### src/hw/rtl/ebrt_pkg.sv
// shared types, constants and microcode program of the retry backoff timer
package ebrt_pkg;

    localparam int CmdW            = 2;
    localparam int TimeW           = 32;
    localparam int GrowW           = 16;
    localparam int JitW            = 16;
    localparam int FracW           = 8;
    localparam int DelayQW         = TimeW + FracW;
    localparam int ProdW           = DelayQW + GrowW;
    localparam int SpanW           = TimeW - 1;
    localparam int DivBits         = TimeW;
    localparam int DivCntW         = $clog2(DivBits + 1);
    localparam int CfgIdxW         = 3;
    localparam int CfgDataW        = 32;
    localparam int PcW             = 4;
    localparam int MaxStepsDefault = 64;

    localparam logic [TimeW-1:0] BaseReset   = 32'd1000;
    localparam logic [GrowW-1:0] GrowReset   = 16'd512;
    localparam logic [TimeW-1:0] MaxReset    = 32'd60000;
    localparam logic [JitW-1:0]  JitterReset = 16'd0;
    localparam logic [GrowW-1:0] GrowOne     = 16'd256;

    typedef enum logic [CmdW-1:0] {
        CMD_RESET   = 2'd0,
        CMD_SUCCESS = 2'd1,
        CMD_FAIL    = 2'd2,
        CMD_QUERY   = 2'd3
    } cmd_t;

    typedef enum logic [CfgIdxW-1:0] {
        REG_BASE_DELAY      = 3'd0,
        REG_GROWTH_FACTOR   = 3'd1,
        REG_MAX_DELAY       = 3'd2,
        REG_JITTER_FRACTION = 3'd3
    } cfg_idx_t;

    typedef enum logic [3:0] {
        OP_NOP,
        OP_FETCH,
        OP_MUL,
        OP_GROW,
        OP_WHOLE,
        OP_SPANMUL,
        OP_SPAN,
        OP_DIV,
        OP_SUM,
        OP_JIT,
        OP_CAP,
        OP_UPDATE
    } op_t;

    typedef enum logic [3:0] {
        C_NEXT,
        C_ALWAYS,
        C_NOT_FAIL,
        C_STEPS_ZERO,
        C_GROW_MORE,
        C_NO_JITTER,
        C_SPAN_ZERO,
        C_DIV_MORE,
        C_JIT_LOW
    } cond_t;

    localparam logic [PcW-1:0] PC_FETCH   = 4'd0;
    localparam logic [PcW-1:0] PC_MUL     = 4'd1;
    localparam logic [PcW-1:0] PC_GROW    = 4'd2;
    localparam logic [PcW-1:0] PC_WHOLE   = 4'd3;
    localparam logic [PcW-1:0] PC_SPANMUL = 4'd4;
    localparam logic [PcW-1:0] PC_SPAN    = 4'd5;
    localparam logic [PcW-1:0] PC_DIV     = 4'd6;
    localparam logic [PcW-1:0] PC_SUM     = 4'd7;
    localparam logic [PcW-1:0] PC_JIT     = 4'd8;
    localparam logic [PcW-1:0] PC_CAP     = 4'd9;
    localparam logic [PcW-1:0] PC_UPDATE  = 4'd10;

    typedef struct packed {
        op_t             op;
        cond_t           cond;
        logic [PcW-1:0]  target;
    } ucode_t;

    // flags from the datapath that the sequencer branches and stalls on
    typedef struct packed {
        logic in_valid;
        logic out_busy;
        logic not_fail;
        logic steps_zero;
        logic grow_more;
        logic no_jitter;
        logic span_zero;
        logic div_more;
        logic jit_low;
    } status_t;

    typedef struct packed {
        op_t  op;
        logic fire;
    } seq_t;

    // control store
    function automatic ucode_t ucode(input logic [PcW-1:0] pc);
        ucode_t w;
        case (pc)
            PC_FETCH:   w = '{op: OP_FETCH,   cond: C_NOT_FAIL,   target: PC_UPDATE};
            PC_MUL:     w = '{op: OP_MUL,     cond: C_STEPS_ZERO, target: PC_WHOLE};
            PC_GROW:    w = '{op: OP_GROW,    cond: C_GROW_MORE,  target: PC_MUL};
            PC_WHOLE:   w = '{op: OP_WHOLE,   cond: C_NO_JITTER,  target: PC_UPDATE};
            PC_SPANMUL: w = '{op: OP_SPANMUL, cond: C_NEXT,       target: PC_FETCH};
            PC_SPAN:    w = '{op: OP_SPAN,    cond: C_SPAN_ZERO,  target: PC_UPDATE};
            PC_DIV:     w = '{op: OP_DIV,     cond: C_DIV_MORE,   target: PC_DIV};
            PC_SUM:     w = '{op: OP_SUM,     cond: C_NEXT,       target: PC_FETCH};
            PC_JIT:     w = '{op: OP_JIT,     cond: C_JIT_LOW,    target: PC_UPDATE};
            PC_CAP:     w = '{op: OP_CAP,     cond: C_NEXT,       target: PC_FETCH};
            PC_UPDATE:  w = '{op: OP_UPDATE,  cond: C_ALWAYS,     target: PC_FETCH};
            default:    w = '{op: OP_NOP,     cond: C_ALWAYS,     target: PC_FETCH};
        endcase
        return w;
    endfunction

endpackage

### src/hw/rtl/ebrt_if.sv
// handshake channels of the retry backoff timer: item in, result out, config write
interface ebrt_item_if;
    logic                        valid;
    logic                        ready;
    logic [ebrt_pkg::CmdW-1:0]   command;
    logic [ebrt_pkg::TimeW-1:0]  now_ms;
    logic [ebrt_pkg::TimeW-1:0]  random_word;

    modport source (output valid, output command, output now_ms, output random_word,
                    input ready);
    modport sink   (input valid, input command, input now_ms, input random_word,
                    output ready);
endinterface

interface ebrt_result_if;
    logic                        valid;
    logic                        ready;
    logic                        can_attempt;
    logic [ebrt_pkg::TimeW-1:0]  failures;
    logic [ebrt_pkg::TimeW-1:0]  next_attempt_time;
    logic [ebrt_pkg::TimeW-1:0]  applied_delay;

    modport source (output valid, output can_attempt, output failures,
                    output next_attempt_time, output applied_delay, input ready);
    modport sink   (input valid, input can_attempt, input failures,
                    input next_attempt_time, input applied_delay, output ready);
endinterface

interface ebrt_cfg_if;
    logic                          valid;
    logic                          ready;
    logic [ebrt_pkg::CfgIdxW-1:0]  index;
    logic [ebrt_pkg::CfgDataW-1:0] data;

    modport source (output valid, output index, output data, input ready);
    modport sink   (input valid, input index, input data, output ready);
endinterface

### src/hw/rtl/ebrt_sequencer.sv
// microcode sequencer: step counter, control store and conditional jumps
module ebrt_sequencer (
    input  logic              clk,
    input  logic              rst_n,
    input  ebrt_pkg::status_t status,
    output ebrt_pkg::seq_t    seq
);
    import ebrt_pkg::*;

    logic [PcW-1:0] pc_reg;
    logic [PcW-1:0] pc_next;
    ucode_t         uw;
    logic           stall;
    logic           take;

    assign uw = ucode(pc_reg);

    // handshake steps wait in place
    assign stall = ((uw.op == OP_FETCH) && !status.in_valid)
                || ((uw.op == OP_UPDATE) && status.out_busy);

    always_comb
    begin
        case (uw.cond)
            C_NEXT:       take = 1'b0;
            C_ALWAYS:     take = 1'b1;
            C_NOT_FAIL:   take = status.not_fail;
            C_STEPS_ZERO: take = status.steps_zero;
            C_GROW_MORE:  take = status.grow_more;
            C_NO_JITTER:  take = status.no_jitter;
            C_SPAN_ZERO:  take = status.span_zero;
            C_DIV_MORE:   take = status.div_more;
            C_JIT_LOW:    take = status.jit_low;
            default:      take = 1'b0;
        endcase
    end

    always_comb
    begin
        if (stall)
        begin
            pc_next = pc_reg;
        end
        else if (take)
        begin
            pc_next = uw.target;
        end
        else
        begin
            pc_next = pc_reg + 1'b1;
        end
    end

    always_ff @(posedge clk or negedge rst_n)
    begin
        if (!rst_n)
        begin
            pc_reg <= PC_FETCH;
        end
        else
        begin
            pc_reg <= pc_next;
        end
    end

    assign seq.op   = uw.op;
    assign seq.fire = !stall;

endmodule

### src/hw/rtl/exponential_backoff_retry_timer.sv
// Retry backoff timer. One result word per item word. Reset and success clear the failure
// count and allow an attempt now; fail grows the delay from base_delay by growth_factor
// (Q8.8) once per earlier failure (at most MAX_STEPS times, stopping at the cap
// max(max_delay, base_delay)), adds symmetric jitter of random_word mod (2*span+1) - span
// and schedules now_ms + delay; query only reports. An item runs through a microcoded
// sequencer over one shared 40x16 multiplier and a one-bit-per-cycle remainder unit.
// Reset, success and query go from the fetch step straight to the update step. Fail runs
// n growth steps (n <= min(failures, MAX_STEPS), fewer once the cap is reached) and
// ends there when no jitter applies or the jitter span comes out zero; else it runs the
// remainder loop over the 32 bits of random_word, adds the jitter and caps the result,
// or gives a zero delay when the jittered delay drops to zero.
// The result sits in an output register, so the next item is taken while it waits.
// Config words are accepted at any time but must only be written while the block is idle.
module exponential_backoff_retry_timer #(
    parameter int MAX_STEPS = ebrt_pkg::MaxStepsDefault
) (
    input  logic       clk,
    input  logic       rst_n,
    ebrt_item_if.sink     item,
    ebrt_result_if.source result,
    ebrt_cfg_if.sink      cfg
);
    import ebrt_pkg::*;

    localparam int StepW = $clog2(MAX_STEPS + 1);

    // configuration registers
    logic [TimeW-1:0] base_reg;
    logic [GrowW-1:0] growth_reg;
    logic [TimeW-1:0] max_reg;
    logic [JitW-1:0]  jitter_reg;

    // architectural state
    logic [TimeW-1:0] fc_reg,        fc_next;
    logic [TimeW-1:0] next_time_reg, next_time_next;

    // item latches
    cmd_t             cmd_reg,       cmd_next;
    logic [TimeW-1:0] now_reg,       now_next;
    logic [TimeW-1:0] rnd_reg,       rnd_next;
    logic [TimeW-1:0] cap_reg,       cap_next;

    // working datapath
    logic [DelayQW-1:0] d_reg,       d_next;
    logic [StepW-1:0]   steps_reg,   steps_next;
    logic [ProdW-1:0]   prod_reg,    prod_next;
    logic [TimeW-1:0]   delay_reg,   delay_next;
    logic [SpanW-1:0]   span_reg,    span_next;
    logic [TimeW-1:0]   rem_reg,     rem_next;
    logic [TimeW-1:0]   dvd_reg,     dvd_next;
    logic [DivCntW-1:0] cnt_reg,     cnt_next;
    logic [TimeW:0]     sum_reg,     sum_next;

    // output register
    logic             res_valid_reg,   res_valid_next;
    logic             res_can_reg,     res_can_next;
    logic [TimeW-1:0] res_fail_reg,    res_fail_next;
    logic [TimeW-1:0] res_next_reg,    res_next_next;
    logic [TimeW-1:0] res_applied_reg, res_applied_next;

    status_t status;
    seq_t    seq;

    logic [TimeW-1:0]   cap_now;
    logic [GrowW-1:0]   grow_eff;
    logic [DelayQW-1:0] mul_a;
    logic [GrowW-1:0]   mul_b;
    logic [ProdW-1:0]   mul_p;
    logic [DelayQW-1:0] cap_q;
    logic [ProdW-FracW-1:0] grown;
    logic               at_cap;
    logic [TimeW-1:0]   whole;
    logic [TimeW-1:0]   span_raw;
    logic [SpanW-1:0]   span_sat;
    logic [TimeW-1:0]   divisor;
    logic [TimeW:0]     trial;
    logic               trial_ge;
    logic [TimeW-1:0]   rem_step;
    logic               jit_low;
    logic [StepW-1:0]   steps_init;
    logic [TimeW-1:0]   fc_upd;
    logic [TimeW-1:0]   next_upd;
    logic [TimeW-1:0]   applied_upd;
    logic [TimeW-1:0]   slack;

    ebrt_sequencer u_seq (
        .clk    (clk),
        .rst_n  (rst_n),
        .status (status),
        .seq    (seq)
    );

    // config port never stalls
    assign cfg.ready = 1'b1;

    assign item.ready = (seq.op == OP_FETCH);

    assign result.valid             = res_valid_reg;
    assign result.can_attempt       = res_can_reg;
    assign result.failures          = res_fail_reg;
    assign result.next_attempt_time = res_next_reg;
    assign result.applied_delay     = res_applied_reg;

    // effective cap and growth factor, zero growth behaves as 1.0
    assign cap_now  = (max_reg >= base_reg) ? max_reg : base_reg;
    assign grow_eff = (growth_reg == '0) ? GrowOne : growth_reg;

    // one multiplier shared by the growth loop and the jitter span
    assign mul_a = (seq.op == OP_MUL) ? d_reg : {{FracW{1'b0}}, delay_reg};
    assign mul_b = (seq.op == OP_MUL) ? grow_eff : jitter_reg;
    assign mul_p = ProdW'(mul_a) * ProdW'(mul_b);

    // growth step: drop fraction bits, stop at the cap
    assign cap_q  = {cap_reg, {FracW{1'b0}}};
    assign grown  = prod_reg[ProdW-1:FracW];
    assign at_cap = (grown >= (ProdW-FracW)'(cap_q));
    assign whole  = d_reg[DelayQW-1:FracW];

    // span = delay * fraction >> 16, held below 2^31
    assign span_raw = prod_reg[TimeW+JitW-1:JitW];
    assign span_sat = span_raw[TimeW-1] ? {SpanW{1'b1}} : span_raw[SpanW-1:0];

    // restoring remainder step against 2*span+1
    assign divisor  = {span_reg, 1'b1};
    assign trial    = {rem_reg, dvd_reg[TimeW-1]};
    assign trial_ge = (trial >= {1'b0, divisor});
    assign rem_step = trial_ge ? TimeW'(trial - {1'b0, divisor}) : trial[TimeW-1:0];

    assign jit_low = (sum_reg <= (TimeW+1)'(span_reg));

    assign steps_init = (fc_reg < TimeW'(MAX_STEPS)) ? StepW'(fc_reg) : StepW'(MAX_STEPS);

    // state update at the end of an item
    always_comb
    begin
        fc_upd      = fc_reg;
        next_upd    = next_time_reg;
        applied_upd = '0;
        case (cmd_reg)
            CMD_RESET, CMD_SUCCESS:
            begin
                fc_upd   = '0;
                next_upd = now_reg;
            end
            CMD_FAIL:
            begin
                applied_upd = delay_reg;
                next_upd    = now_reg + delay_reg;
                fc_upd      = (fc_reg == {TimeW{1'b1}}) ? fc_reg : fc_reg + 1'b1;
            end
            default:
            begin
                fc_upd = fc_reg;
            end
        endcase
        // wrap-safe compare: now at or after next when the difference is non-negative
        slack = now_reg - next_upd;
    end

    always_comb
    begin
        status.in_valid   = item.valid;
        status.out_busy   = res_valid_reg && !result.ready;
        status.not_fail   = (cmd_t'(item.command) != CMD_FAIL);
        status.steps_zero = (steps_reg == '0);
        status.grow_more  = !at_cap && (steps_reg != StepW'(1));
        status.no_jitter  = (jitter_reg == '0) || (whole == '0);
        status.span_zero  = (span_raw == '0);
        status.div_more   = (cnt_reg != DivCntW'(1));
        status.jit_low    = jit_low;
    end

    always_comb
    begin
        fc_next          = fc_reg;
        next_time_next   = next_time_reg;
        cmd_next         = cmd_reg;
        now_next         = now_reg;
        rnd_next         = rnd_reg;
        cap_next         = cap_reg;
        d_next           = d_reg;
        steps_next       = steps_reg;
        prod_next        = prod_reg;
        delay_next       = delay_reg;
        span_next        = span_reg;
        rem_next         = rem_reg;
        dvd_next         = dvd_reg;
        cnt_next         = cnt_reg;
        sum_next         = sum_reg;
        res_valid_next   = res_valid_reg && !result.ready;
        res_can_next     = res_can_reg;
        res_fail_next    = res_fail_reg;
        res_next_next    = res_next_reg;
        res_applied_next = res_applied_reg;

        if (seq.fire)
        begin
            case (seq.op)
                OP_FETCH:
                begin
                    cmd_next   = cmd_t'(item.command);
                    now_next   = item.now_ms;
                    rnd_next   = item.random_word;
                    cap_next   = cap_now;
                    d_next     = {base_reg, {FracW{1'b0}}};
                    steps_next = steps_init;
                end
                OP_MUL, OP_SPANMUL:
                begin
                    prod_next = mul_p;
                end
                OP_GROW:
                begin
                    d_next     = at_cap ? cap_q : grown[DelayQW-1:0];
                    steps_next = steps_reg - 1'b1;
                end
                OP_WHOLE:
                begin
                    delay_next = whole;
                end
                OP_SPAN:
                begin
                    span_next = span_sat;
                    rem_next  = '0;
                    dvd_next  = rnd_reg;
                    cnt_next  = DivCntW'(DivBits);
                end
                OP_DIV:
                begin
                    rem_next = rem_step;
                    dvd_next = {dvd_reg[TimeW-2:0], 1'b0};
                    cnt_next = cnt_reg - 1'b1;
                end
                OP_SUM:
                begin
                    sum_next = {1'b0, delay_reg} + {1'b0, rem_reg};
                end
                OP_JIT:
                begin
                    // jittered value at or below zero gives no delay
                    if (jit_low)
                    begin
                        delay_next = '0;
                    end
                    else
                    begin
                        sum_next = sum_reg - (TimeW+1)'(span_reg);
                    end
                end
                OP_CAP:
                begin
                    delay_next = (sum_reg >= {1'b0, cap_reg}) ? cap_reg : sum_reg[TimeW-1:0];
                end
                OP_UPDATE:
                begin
                    fc_next          = fc_upd;
                    next_time_next   = next_upd;
                    res_valid_next   = 1'b1;
                    res_can_next     = !slack[TimeW-1];
                    res_fail_next    = fc_upd;
                    res_next_next    = next_upd;
                    res_applied_next = applied_upd;
                end
                default:
                begin
                    prod_next = prod_reg;
                end
            endcase
        end
    end

    always_ff @(posedge clk or negedge rst_n)
    begin
        if (!rst_n)
        begin
            base_reg      <= BaseReset;
            growth_reg    <= GrowReset;
            max_reg       <= MaxReset;
            jitter_reg    <= JitterReset;
            fc_reg        <= '0;
            next_time_reg <= '0;
            steps_reg     <= '0;
            cnt_reg       <= '0;
            res_valid_reg <= 1'b0;
        end
        else
        begin
            if (cfg.valid)
            begin
                case (cfg_idx_t'(cfg.index))
                    REG_BASE_DELAY:      base_reg   <= cfg.data[TimeW-1:0];
                    REG_GROWTH_FACTOR:   growth_reg <= cfg.data[GrowW-1:0];
                    REG_MAX_DELAY:       max_reg    <= cfg.data[TimeW-1:0];
                    REG_JITTER_FRACTION: jitter_reg <= cfg.data[JitW-1:0];
                    default:             base_reg   <= base_reg;
                endcase
            end
            fc_reg        <= fc_next;
            next_time_reg <= next_time_next;
            steps_reg     <= steps_next;
            cnt_reg       <= cnt_next;
            res_valid_reg <= res_valid_next;
        end
    end

    // payload registers
    always_ff @(posedge clk)
    begin
        cmd_reg         <= cmd_next;
        now_reg         <= now_next;
        rnd_reg         <= rnd_next;
        cap_reg         <= cap_next;
        d_reg           <= d_next;
        prod_reg        <= prod_next;
        delay_reg       <= delay_next;
        span_reg        <= span_next;
        rem_reg         <= rem_next;
        dvd_reg         <= dvd_next;
        sum_reg         <= sum_next;
        res_can_reg     <= res_can_next;
        res_fail_reg    <= res_fail_next;
        res_next_reg    <= res_next_next;
        res_applied_reg <= res_applied_next;
    end

    // a result only appears after an update step went through
    assert property (@(posedge clk) disable iff (!rst_n)
        $rose(res_valid_reg) |-> $past(seq.op == OP_UPDATE && seq.fire))
        else $error("result raised without update step");

    // growth counter never exceeds the step limit
    assert property (@(posedge clk) disable iff (!rst_n)
        steps_reg <= StepW'(MAX_STEPS))
        else $error("growth step count beyond limit");

    // a fail delay never exceeds the effective cap
    assert property (@(posedge clk) disable iff (!rst_n)
        (seq.op == OP_UPDATE && cmd_reg == CMD_FAIL) |-> (delay_reg <= cap_reg))
        else $error("fail delay above cap");

    // a committed fail always leaves a nonzero failure count
    assert property (@(posedge clk) disable iff (!rst_n)
        (seq.op == OP_UPDATE && seq.fire && cmd_reg == CMD_FAIL) |=> (fc_reg != '0))
        else $error("failure count zero after fail");

endmodule
### src/flat_wrapper.sv
// flat-port wrapper written by rule: the top's interface ports become plain ports
module exponential_backoff_retry_timer_flat import ebrt_pkg::*;
#(
    parameter int MAX_STEPS = ebrt_pkg::MaxStepsDefault
)
  (clk, rst_n, item_valid, item_command, item_now_ms, item_random_word, item_ready, result_valid, result_can_attempt, result_failures, result_next_attempt_time, result_applied_delay, result_ready, cfg_valid, cfg_index, cfg_data, cfg_ready);
  ebrt_item_if item_i ();
  ebrt_result_if result_i ();
  ebrt_cfg_if cfg_i ();
  input  logic clk;
  input  logic rst_n;
  input wire logic [$bits(item_i.valid)-1:0] item_valid;
  input wire logic [$bits(item_i.command)-1:0] item_command;
  input wire logic [$bits(item_i.now_ms)-1:0] item_now_ms;
  input wire logic [$bits(item_i.random_word)-1:0] item_random_word;
  output wire logic [$bits(item_i.ready)-1:0] item_ready;
  output wire logic [$bits(result_i.valid)-1:0] result_valid;
  output wire logic [$bits(result_i.can_attempt)-1:0] result_can_attempt;
  output wire logic [$bits(result_i.failures)-1:0] result_failures;
  output wire logic [$bits(result_i.next_attempt_time)-1:0] result_next_attempt_time;
  output wire logic [$bits(result_i.applied_delay)-1:0] result_applied_delay;
  input wire logic [$bits(result_i.ready)-1:0] result_ready;
  input wire logic [$bits(cfg_i.valid)-1:0] cfg_valid;
  input wire logic [$bits(cfg_i.index)-1:0] cfg_index;
  input wire logic [$bits(cfg_i.data)-1:0] cfg_data;
  output wire logic [$bits(cfg_i.ready)-1:0] cfg_ready;
  assign item_i.valid = item_valid;
  assign item_i.command = item_command;
  assign item_i.now_ms = item_now_ms;
  assign item_i.random_word = item_random_word;
  assign item_ready = item_i.ready;
  assign result_valid = result_i.valid;
  assign result_can_attempt = result_i.can_attempt;
  assign result_failures = result_i.failures;
  assign result_next_attempt_time = result_i.next_attempt_time;
  assign result_applied_delay = result_i.applied_delay;
  assign result_i.ready = result_ready;
  assign cfg_i.valid = cfg_valid;
  assign cfg_i.index = cfg_index;
  assign cfg_i.data = cfg_data;
  assign cfg_ready = cfg_i.ready;
  exponential_backoff_retry_timer #(.MAX_STEPS(MAX_STEPS)) u_core (.clk(clk), .rst_n(rst_n), .item(item_i), .result(result_i), .cfg(cfg_i));
endmodule
### config.mk
export PLATFORM = sky130hd
export DESIGN_NAME = exponential_backoff_retry_timer_flat
export DESIGN_NICKNAME = d
export VERILOG_FILES = /design/src/hw/rtl/ebrt_pkg.sv /design/src/hw/rtl/ebrt_if.sv /design/src/hw/rtl/ebrt_sequencer.sv /design/src/hw/rtl/exponential_backoff_retry_timer.sv /design/src/flat_wrapper.sv
export SDC_FILE = /design/constraint.sdc
export NUM_CORES = 2
export LEC_CHECK = 0
export BUFFER_PORTS_ARGS = -buffer_cell sky130_fd_sc_hd__buf_2
export CAP_MARGIN = 20
export CORE_MARGIN = 4
export CORE_UTILIZATION = 58
export DETAILED_ROUTE_END_ITERATION = 10
export PLACE_DENSITY = 0.75
export SYNTH_ARGS = -nofsm -noshare
export SYNTH_HDL_FRONTEND = slang
export SYNTH_SLANG_ARGS = --single-unit
### constraint.sdc
create_clock -name clk -period 9 [get_ports clk]
set_clock_uncertainty 0.05 [all_clocks]
set_input_delay 0 -clock clk [delete_from_list [all_inputs] [get_ports clk]]
set_output_delay 0 -clock clk [all_outputs]
set_load 0.01 [all_outputs]
==> impl_metrics.py <==
metrics = {
    "setup_path": {
        "crit_arrival_ns": 9.03,
        "setup.worst_path.start": "u_core.u_seq.pc_reg[0]",
        "cp_max_fo": 13,
        "critical_path_required_ns": 9.32,
        "slowest_delay_ns": 0.58,
        "rrSetupSlack_ns": 0.30,
        "r2r-start": "u_core.u_seq.pc_reg[0]",
        "cp_slowest_cell": "or4_1",
        "cp-start-kind": "flop",
        "r2r_end": "u_core.prod_reg[52]",
        "critPathKind": "reg -> reg",
        "critPathBufInv": 10,
        "worst-path-stages": 35,
        "r2r.worst_path.cells": 35,
        "crit_family": "adder cells",
        "critPathCaptureType": "flop",
        "cp-endpoint": "u_core.prod_reg[52]",
        "path_common_cell": "fa_1",
    },
    "yosys": {
        "netlist_area_um2": 55900,
        "ys.flop_type": "edfxtp_1",
        "synth-simple-area-share_pct": 15.1,
        "synth_sequential_area_ratio_pct": 31.8,
        "synth_fa_ha_area_share_pct": 27.8,
        "ys_types": 104,
        "netlist_top_cells_count": "nand2_1 (960), inv_1 (791), fa_1 (533), edfxtp_1 (443), nor2_1 (420)",
        "synth_edf_count": 443,
        "syn_avg_cell_area_um2": 9.61,
        "yosys_warnings": 0,
        "synth_top_area_share_pct": 23.8,
        "synthMuxAreaShare_pct": 5.01,
        "synthTopCellsByArea": "edfxtp_1 (24%), fa_1 (19%), ha_1 (8.7%)",
        "yosysMostFrequentCell": "nand2_1",
        "synth_compound_area_share_pct": 10.3,
        "synth_fp_nets": 6841,
        "synth_xor_area_share_pct": 3.01,
        "synth_top_family_by_area": "adder cells",
        "synth_top_area_cell": "edfxtp_1",
        "ys_async_sr_fraction_pct": 28.7,
        "synthCells": 5813,
        "synth_seq_cells": 621,
    },
    "finish": {
        "fin_nets": 7213,
        "largest_reg_flops": 48,
        "syn_to_final_growth_pct": 13.4,
        "drive_gt1_share_pct": 13.0,
    },
    "place": {
        "dpl.hpwl_um": 131000,
        "port_buffers": 204,
        "gp_congestion": 0.978,
        "place_ws_ns": 0.0548,
    },
    "drt": {
        "drt_wl_total_um": 170000,
        "wl_per_cell_um": 22.7,
        "drc_errors": 0,
        "viasPerCell": 5.99,
        "dr.pass1.iters": 6,
        "ant_nets": 0,
        "vias": 44938,
        "drt-initial-drc-count": 4343,
    },
    "die": {
        "core_um2": 95300,
        "die_x_um": 318,
        "placementRows": 113,
        "ioPinCount": 206,
        "die_area_um2": 101000,
        "initial_utilization_pct": 58.6,
        "die_y_um": 318,
    },
    "sta": {
        "worst_pin_slew_ns": 1.10,
        "setup_ws_ns": 0.298,
        "hold_viol_final": 0,
        "period_minus_slack_ns": 8.70,
        "max_freq_mhz": 115,
        "setup_viol": 0,
        "slew_viol_final": 0,
        "max_slew_margin_pct": 26.1,
        "finalCritPeriodShare_pct": 96.7,
    },
    "clock_tree": {
        "clk_pin_slew_ns": 0.06,
        "cts.sinks": 621,
        "cts_made_buffers": 66,
        "cts_tree": "done",
        "cts-htree-levels": 3,
        "root_buffer": "clkbuf_16",
        "cts.path.max_buffers": 3,
        "clock_latency_ns": 0.64,
    },
    "global_routing": {
        "grt_pass1_vias": 45162,
        "grt.total_usage_pct": 33.3,
        "antenna_found_initial": 12,
        "grt_pass1_wl_um": 262000,
        "grt_overflow": 0,
        "grt_max_degree": 77,
    },
    "worst_hold_path": {
        "holdCritPathClass": "in -> async",
    },
    "run": {
        "cap_violations": 0,
    },
    "status": {
        "outcome": "completed",
    },
}
-- cell type report --
| cell class | instances | area [µm²] |
|---|---|---|
| inverter | 792 | 2980 |
| multi-input combinational | 4168 | 34600 |
| fill | 7453 | 32000 |
| antenna | 4 | 10.0 |
| clock inverter | 34 | 463 |
| tap | 1265 | 1580 |
| clock buffer | 87 | 1840 |
| timing repair buffer | 536 | 4130 |
| sequential | 621 | 17800 |
-- metal layers --
| metal | global-route usage (%) | wire [µm] | share of wire [%] |
|---|---|---|---|
| met4 | 15.8 | 9530 | 5.6 |
| met5 | 0 | 23 | 0.013 |
| met1 | 44.5 | 66400 | 39 |
| met3 | 5.35 | 15800 | 9.3 |
| met2 | 53.5 | 78700 | 46 |
-- cell usage in the layout, fill, tap and decap left out, types with 196 or more instances in the layout --
master	netlist	routed
nand2_1	960	941
inv_1	791	789
fa_1	533	533
edfxtp_1	443	443
nor2_1	420	410
ha_1	389	388
a21oi_1	242	238
o21ai_0	218	216
buf_2	19	203
buf_4	3	196
-- what timing repair did --
action                     4_1_cts  5_1_grt
resized for setup                0       46
setup endpoints to repair        0       24
buffers inserted                 0        7
hold buffers                   109        0
hold endpoints to repair       220        0
-- through the flow --
step	cell area (µm²)	hold slack [ns]	setup TNS [ns]	cells	utilization (%)
detailed placement	59600	0.00578	0	7264	62.5
global placement	59600	0.00600	0	7264	62.5
CTS	63000	0.00129	0	7494	66.1
global route	63300	0.0133	-0.0977	7504	66.5
floorplan	55900	-0.346	0	5813	-
finish	63300	0.0173	0	7507	66.5
-- worst min-delay path by stage --
stage,startpoint,endpoint,cells after the start,slack (ns)
2_1_floorplan,rst_n,u_core.base_reg[0],0,-0.35
3_3_place_gp,rst_n,u_core.base_reg[31],1,0.006
3_5_place_dp,rst_n,u_core.base_reg[31],1,0.006
4_1_cts,item_random_word[0],u_core.rnd_reg[0],2,0.001
5_1_grt,item_random_word[4],u_core.rnd_reg[4],2,0.01
6_report,rst_n,u_core.max_reg[25],3,0.02
-- cell families (layout without fill, tap and decap cells) --
group,Yosys count,count (layout)
AOI/OAI and AO/OA,878,878
xor gates and xnor gates,192,192
adders and majority gates,922,922
buffers and inverters,1024,1449
DFF,621,621
muxes,266,266
other,1,5
and+or+nand+nor,1909,1909
-- worst min-delay path, delay by kind of cell --
family   cells  cell delay [ns]
buf+inv      3             1.08
Power is not shown: default switching activity piles up to over one toggle a cycle in this logic, so the estimate is an artifact.
